## config.mk

```make
export PLATFORM = sky130hd
export DESIGN_NAME = sfu_sqrt
export DESIGN_NICKNAME = d
export VERILOG_FILES = /design/src/rtl/core/sfu_pkg.sv /design/src/rtl/core/sfu_sqrt.sv
export SDC_FILE = /design/constraint.sdc
export NUM_CORES = 2
export LEC_CHECK = 0
export BUFFER_PORTS_ARGS = -buffer_cell sky130_fd_sc_hd__buf_2
export CAP_MARGIN = 15
export CORE_MARGIN = 2
export CORE_UTILIZATION = 46
export CTS_CLUSTER_DIAMETER = 200
export DETAILED_ROUTE_END_ITERATION = 8
export PLACE_DENSITY_LB_ADDON = 0.2
export RECOVER_POWER = 50
export REMOVE_ABC_BUFFERS = 1
export SLEW_MARGIN = 10
export SYNTH_ARGS = -nofsm -noshare
export SYNTH_HDL_FRONTEND = slang
export SYNTH_MEMORY_MAX_BITS = 65536
export SYNTH_SLANG_ARGS = --single-unit
```

## constraint.sdc

```tcl
create_clock -name clk -period 4.2 [get_ports clk]
set_clock_uncertainty 0.1 [all_clocks]
set_input_delay 0.63 -clock clk [delete_from_list [all_inputs] [get_ports clk]]
set_output_delay 0.63 -clock clk [all_outputs]
set_load 0.005 [all_outputs]
```

## src/rtl/core/sfu_pkg.sv

```systemverilog
`timescale 1ns / 1ps
// ----------------------------------------------------------------------------
// Steering force unit package
// Behaviour codes, pipeline depths, the carried item record and helpers.
// ----------------------------------------------------------------------------
package sfu_pkg;

  localparam logic [2:0] FUNC_SEEK   = 3'd0;
  localparam logic [2:0] FUNC_FLEE   = 3'd1;
  localparam logic [2:0] FUNC_ARRIVE = 3'd2;
  localparam logic [2:0] FUNC_PURSUE = 3'd3;
  localparam logic [2:0] FUNC_EVADE  = 3'd4;

  // One root bit per square-root stage, one quotient bit per divider stage
  localparam int SQRT_STEPS = 33;
  localparam int DIV_STEPS  = 32;

  localparam logic [30:0] ARRIVE_RADIUS_RST = 31'd655360;

  // Squared raw offset below which arrive counts as already there
  localparam logic [6:0] ARRIVE_EPS_SQ = 7'd43;
  localparam logic [32:0] NEAR_AXIS    = 33'd7;

  typedef struct packed {
    logic [2:0]         func;
    logic signed [31:0] px;
    logic signed [31:0] py;
    logic signed [31:0] vx;
    logic signed [31:0] vy;
    logic signed [31:0] tx;
    logic signed [31:0] ty;
    logic signed [31:0] tvx;
    logic signed [31:0] tvy;
    logic [30:0]        speed;
    logic [30:0]        fmax;
    logic [32:0]        ax;
    logic [32:0]        ay;
    logic               nx;
    logic               ny;
    logic [32:0]        len;
    logic               ovf;
    logic               near;
    logic               slow;
    logic               lim;
    logic [30:0]        sp;
    logic signed [33:0] sx;
    logic signed [33:0] sy;
  } item_t;

  function automatic logic [32:0] abs34(input logic signed [33:0] v);
    logic signed [33:0] m;
    begin
      m = v[33] ? -v : v;
      return m[32:0];
    end
  endfunction

  function automatic logic signed [31:0] sat32(input logic signed [49:0] v);
    begin
      if (v > 50'sd2147483647) begin
        return 32'sh7fffffff;
      end else if (v < -50'sd2147483648) begin
        return 32'sh80000000;
      end
      return v[31:0];
    end
  endfunction

endpackage

```

## src/rtl/core/sfu_sqrt.sv

```systemverilog
`timescale 1ns / 1ps
// ----------------------------------------------------------------------------
// Pipelined integer square root
// floor(sqrt) of a 66-bit radicand, one root bit resolved per stage.
// ----------------------------------------------------------------------------
module sfu_sqrt (
  input  logic        clk,
  input  logic        en,
  input  logic [65:0] rad,
  output logic [32:0] root
);

  logic [65:0] rad_q  [sfu_pkg::SQRT_STEPS];
  logic [35:0] rem_q  [sfu_pkg::SQRT_STEPS];
  logic [32:0] root_q [sfu_pkg::SQRT_STEPS];

  for (genvar g = 0; g < sfu_pkg::SQRT_STEPS; g++) begin : g_stage
    logic [65:0] rad_in;
    logic [35:0] rem_in;
    logic [32:0] root_in;
    logic [35:0] rem_sh;
    logic [35:0] trial;
    logic        ge;

    if (g == 0) begin : g_first
      assign rad_in  = rad;
      assign rem_in  = '0;
      assign root_in = '0;
    end else begin : g_rest
      assign rad_in  = rad_q[g-1];
      assign rem_in  = rem_q[g-1];
      assign root_in = root_q[g-1];
    end

    // bring down the next bit pair and try root*4+1
    assign rem_sh = {rem_in[33:0], rad_in[65:64]};
    assign trial  = {1'b0, root_in, 2'b01};
    assign ge     = (rem_sh >= trial);

    always_ff @(posedge clk) begin
      if (en) begin
        rad_q[g]  <= {rad_in[63:0], 2'b00};
        rem_q[g]  <= ge ? (rem_sh - trial) : rem_sh;
        root_q[g] <= {root_in[31:0], ge};
      end
    end
  end

  assign root = root_q[sfu_pkg::SQRT_STEPS-1];

endmodule

```

**Word-level counts from Yosys, hierarchy flattened**

Memory sizes are Yosys's and may differ from the RTL's.
Index checks and enable logic that the tools add are counted.

- RAM bits: 4389
- Input bits: 68
- Logic and storage cells: 104
- Memories kept: 3
- Output and inout port bits: 33
- Bits in registers: 0
- Latch bits: 0
- Memory bits (read-only): 0

- Div/mod/pow operators: 0
- Equal/unequal tests: 0
- Mux-type cells: 35
- Reduce and logical (&&, ||, !) cells: 0
- $lt $le $gt $ge: 33
- Shift operators: 0
- Bitwise logic cells: 0
- Multiply operators: 0
- $add $sub $neg: 33

Memory list:

| name | depth | width | read ports | clocked after memory_dff | write ports | line | source |
|---|---|---|---|---|---|---|---|
| rad_q | 33 | 64 | 32 | 0 | 33 | sfu_sqrt.sv:13 | `logic [65:0] rad_q [sfu_pkg::SQRT_STEPS];` |
| rem_q | 33 | 36 | 32 | 0 | 33 | sfu_sqrt.sv:14 | `logic [35:0] rem_q [sfu_pkg::SQRT_STEPS];` |
| root_q | 33 | 33 | 33 | 0 | 33 | sfu_sqrt.sv:15 | `logic [32:0] root_q [sfu_pkg::SQRT_STEPS];` |

Operator list:

| cell | count |
|---|---|
| $mux W36 | 33 |
| $ge A36 B35 Y1 | 32 |
| $sub A36 B35 Y36 | 32 |
| $sub A2 B1 Y3 const B | 1 |
| $ge A2 B1 Y1 const B | 1 |
| $mux W1 | 2 |

**Depth between registers and ports, before layout**

An unclocked memory read counts as a cell.

- Depth after elaboration: 3
- Gate-level depth with buffers: 15
- Depth with buffers taken out: 13

**Least setup slack after synthesis**

Ideal clock, no wire load.

- Kind: reg-to-reg
- Start: memory rem_q[6][6] (netlist: rem_q[0][222])
- End: memory rem_q[7][23] (netlist: rem_q[0][275]) (data pin)
- Period minus slack after synthesis: 3.618 ns
- Slack: 0.582 ns
- Path buffers: 2
- Arrival: 3.260 ns
- Stages on the path, launching flop included: 14
- Data required time: 3.842 ns
- Library setup time: 0.258 ns
- Cell sequence: edfxtp_1 -> ha_1 -> nor4_2 -> nand3_1 -> or3_1 -> or3_1 -> clkbuf_1 -> or4_4 -> nor2_4 -> nand3_1 -> o21bai_1 -> buf_2 -> nand4b_1 -> xnor2_1

RTL lines:

| element | line |
|---|---|
| from (decl) | sfu_sqrt.sv:14 |

==> summary.txt <==
sw frac: 28.1%
share of layout cells above drive strength 1: 8.89%
Max-Cap Viols: 1
Worst Path Required: 4.58 ns
sw power: 21.7 mW
clock power share: 32.9%
final worst-path cycle share: 94.8%
Ys Warns: 0
Fin. Hold Viols: 0
worst slew pin tran: 3.33 ns
Die Footprint: 272000 um^2
Mapped Cells: 9392
Mapped Area: 123000 um^2
worst vdd ir: 0.376 mV
post-route cell area: 139000 um^2
Crit path buffers/inverters: 2
CP max stage delay: 2.23 ns
Max-slew headroom: -122%
routed wl met2: 129000 um
Leakage: 53.3 nW
CP Capture Type: flip-flop
Post-synth EDFFs: 2654
initial antenna violation count: 3
largest net degree at the start of global routing: 129
#FFs+latches synth: 2654
largest cells by area after synthesis: edfxtp_1, ha_1, xnor2_1
Horiz. Die Dim: 521 um
Post-route DRC: 0
RePlAce Congestion: 0.887
ys async rst share: 0%
sequential share of the synthesized area: 64.8%
Max Freq: 0.251 GHz
Flop pwr share: 46.5%
reg2reg end: rem_q[0][1039]
Hold Crit Start: rad_q[0][821]
CP max FO: 80
Hold Crit Class: flip-flop to flip-flop
nets: 10.6k
DIE HEIGHT: 521 um
worst-case clock buffer depth: 4
total gr overflow: 0
Clk Latency, worst-skew pair: 0.90 ns
Register Area: 79700 um^2
drt initial violations: 5172
vias in the first global route: 73.9k
DP Wirelength: 184000 um
drt wl/cell: 18.7 um
CP delay by family, top: buffers and inverters
worst reg2reg path depth: 11
Ports: 101
drt first pass iters: 6
Setup-failing EPs final: 0
DR top layer: met4
WP data arrival: 4.36 ns
Tot Pwr: 77.4 mW
min cycle time layout: 3.98 ns
status: finished with violations
startpoint types: input pin
ANT nets after route: 0
Synth area leader: edfxtp_1
Multi-input gate area: 40100 um^2
WHS Endpoint: rad_q[0][887]
Starting Density: 46.3%
combinational power share: 20.6%
Power Dens Cells: 555 nW/um^2
vias per inst: 5.37
final wirelength: 256000 um
violated checks: capacitance limit, slew limit
CTS clk-pin slew, worst paths: 0.06 ns
WS Path Type: input pin to flip-flop
Pint: 55.6 mW
met3 routed WL: 9480 um
port buffer count: 100
CTS Buf Count: 294
CTS tree: yes
Tot GR Track Use: 18.6%
total number of vias: 73.4k
share of the synthesized area in the top cell type: 64.8%
fillers: 22.4k
H-tree depth: 5
Post-DP Area: 129000 um^2
syn_area_per_cell: 13.1 um^2
crit path max-delay cell type: buf_2
Core Util, Final: 52.5%
CTS sink count: 2654
first-pass GRT wire length: 405000 um
r2r startpoint: rem_q[0][978]
Post-synth top flop: edfxtp_1
Core Footprint: 266000 um^2
worst hold stages: 0
critical-path cell list: buf_2 > clkbuf_4
Area Growth Syn to Fin: 13.3%
Synth cell types: 96
# rows: 189
Slew Viols, Final: 66
Reg2Reg Setup Slack: 0.25 ns
wire length on met1: 109000 um
Root Buffer: clkbuf_16
[sequential cells by signal, summed over array words and instances, names as in the netlist]
register	cells
rem_q	1037
rad_q	1056
root_q	561
[power groups by stage]
stage / logic [mW] / clock network (mW) / registers (mW)
after CTS: 15.9 / 26.3 / 36.0
final: 15.9 / 25.5 / 36.0
after detailed placement: 15.8 / 0 / 36.5
after global placement: 15.5 / 0 / 36.5
after floorplan: 11.6 / 0 / 35.4
after global routing: 17.9 / 27.3 / 36.3
[cell usage after synthesis (all sizes together) (14+ instances only)]
cell type / count
nand4b: 15
nor2: 520
o211ai: 27
nand2b: 116
edfxtp: 2654
o21bai: 62
a21boi: 25
nand4: 99
nand3: 150
nor2b: 92
a2111oi: 15
or2: 51
nor4: 116
nor3: 231
inv: 737
a211o: 15
and3: 53
and2: 30
mux2: 100
o21a: 92
nand3b: 24
or3: 91
o21ai: 499
a221oi: 14
xnor2: 468
a31oi: 45
a21oi: 568
xor2: 410
ha: 596
buf: 24
clkbuf: 134
o31ai: 62
or4: 57
and4: 18
nand2: 658
a21o: 274
a211oi: 55
[final cells by class]
| cell class | instances | area share, % |
|---|---|---|
| tap | 3533 | 3.17 |
| inverter | 737 | 1.99 |
| sequential | 2654 | 57.2 |
| clock buffer | 353 | 5.57 |
| timing repair buffer | 364 | 2.10 |
| antenna | 5 | 0.00897 |
| clock inverter | 171 | 1.27 |
| multi-input combinational | 5843 | 28.7 |
[worst max-delay path by stage]
| stage | start | end | slack [ns] | cells after the start |
|---|---|---|---|---|
| detailed placement | rem_q[0][222] | rem_q[0][255] | 0.24 | 12 |
| global route | rem_q[0][978] | rem_q[0][1039] | -0.03 | 11 |
| CTS | rem_q[0][222] | rem_q[0][253] | 0.21 | 12 |
| global placement | rem_q[0][1080] | rem_q[0][1131] | 0.24 | 14 |
| floorplan | rem_q[0][867] | rem_q[0][931] | -1.78 | 11 |
| finish | en | root_q[0][900] | 0.22 | 2 |
[timing repair]
item                                   CTS  global route
setup endpoints to repair                0            69
endpoints found under the hold margin   67             0
hold buffers                            67             0
gates resized for setup                  0            10
setup buffers                            0             5
[cells by family (layout without fill, tap and decap cells)]
family          Yosys count  after routing  share of synthesized area, %
mux                     103            103                         0.940
fa+ha+maj               596            596                          6.06
compound gates         1909           1909                          9.70
simple gates           2356           2356                          9.50
buf+inv                 895           1625                          2.75
flops                  2654           2654                          64.8
xor+xnor                878            878                          6.25
other cells               1              6                       0.00305
[layout by cell type (no fill, tap or decap), types with 50 or more instances in the layout]
master and instances:
inv_1 735, buf_2 93, nor3_1 228, o21ai_0 495, o21a_1 92, ha_1 596
nand2b_1 115, nand3_1 149, clkbuf_16 303, nand4_1 99, xnor2_1 468, dlygate4sd3_1 67
buf_4 130, nor4_1 112, nand2_1 658, xor2_1 410, a21oi_1 566, o31ai_1 61
a211oi_1 52, or4_1 54, a21o_1 274, and3_1 52, clkinv_1 63, nor2_1 517
or2_2 50, clkbuf_1 78, nor2b_1 92, edfxtp_1 2654, mux2_2 100, or3_1 89
o21bai_1 61
[per-stage QoR]
stage                     hold slack [ns]  TNS [ns]  cells  setup WS (ns)
after CTS                           0.169         0  13700          0.207
after floorplan                     0.300    -78.28   9234          -1.78
after global placement              0.301         0  13100          0.244
after global routing                0.298   -0.0251  13700        -0.0251
after detailed placement            0.305         0  13100          0.240
final                               0.287         0  13700          0.219
[metal layers]
| metal | up-vias | track usage [%] |
|---|---|---|
| met1 | 35600 | 23.5 |
| met5 | - | 0 |
| met4 | 0 | 6.29 |
| met2 | 1438 | 33.0 |
| met3 | 454 | 2.45 |
| li1 | 35900 | - |
Note: power is estimated with default switching activity, not from simulation.
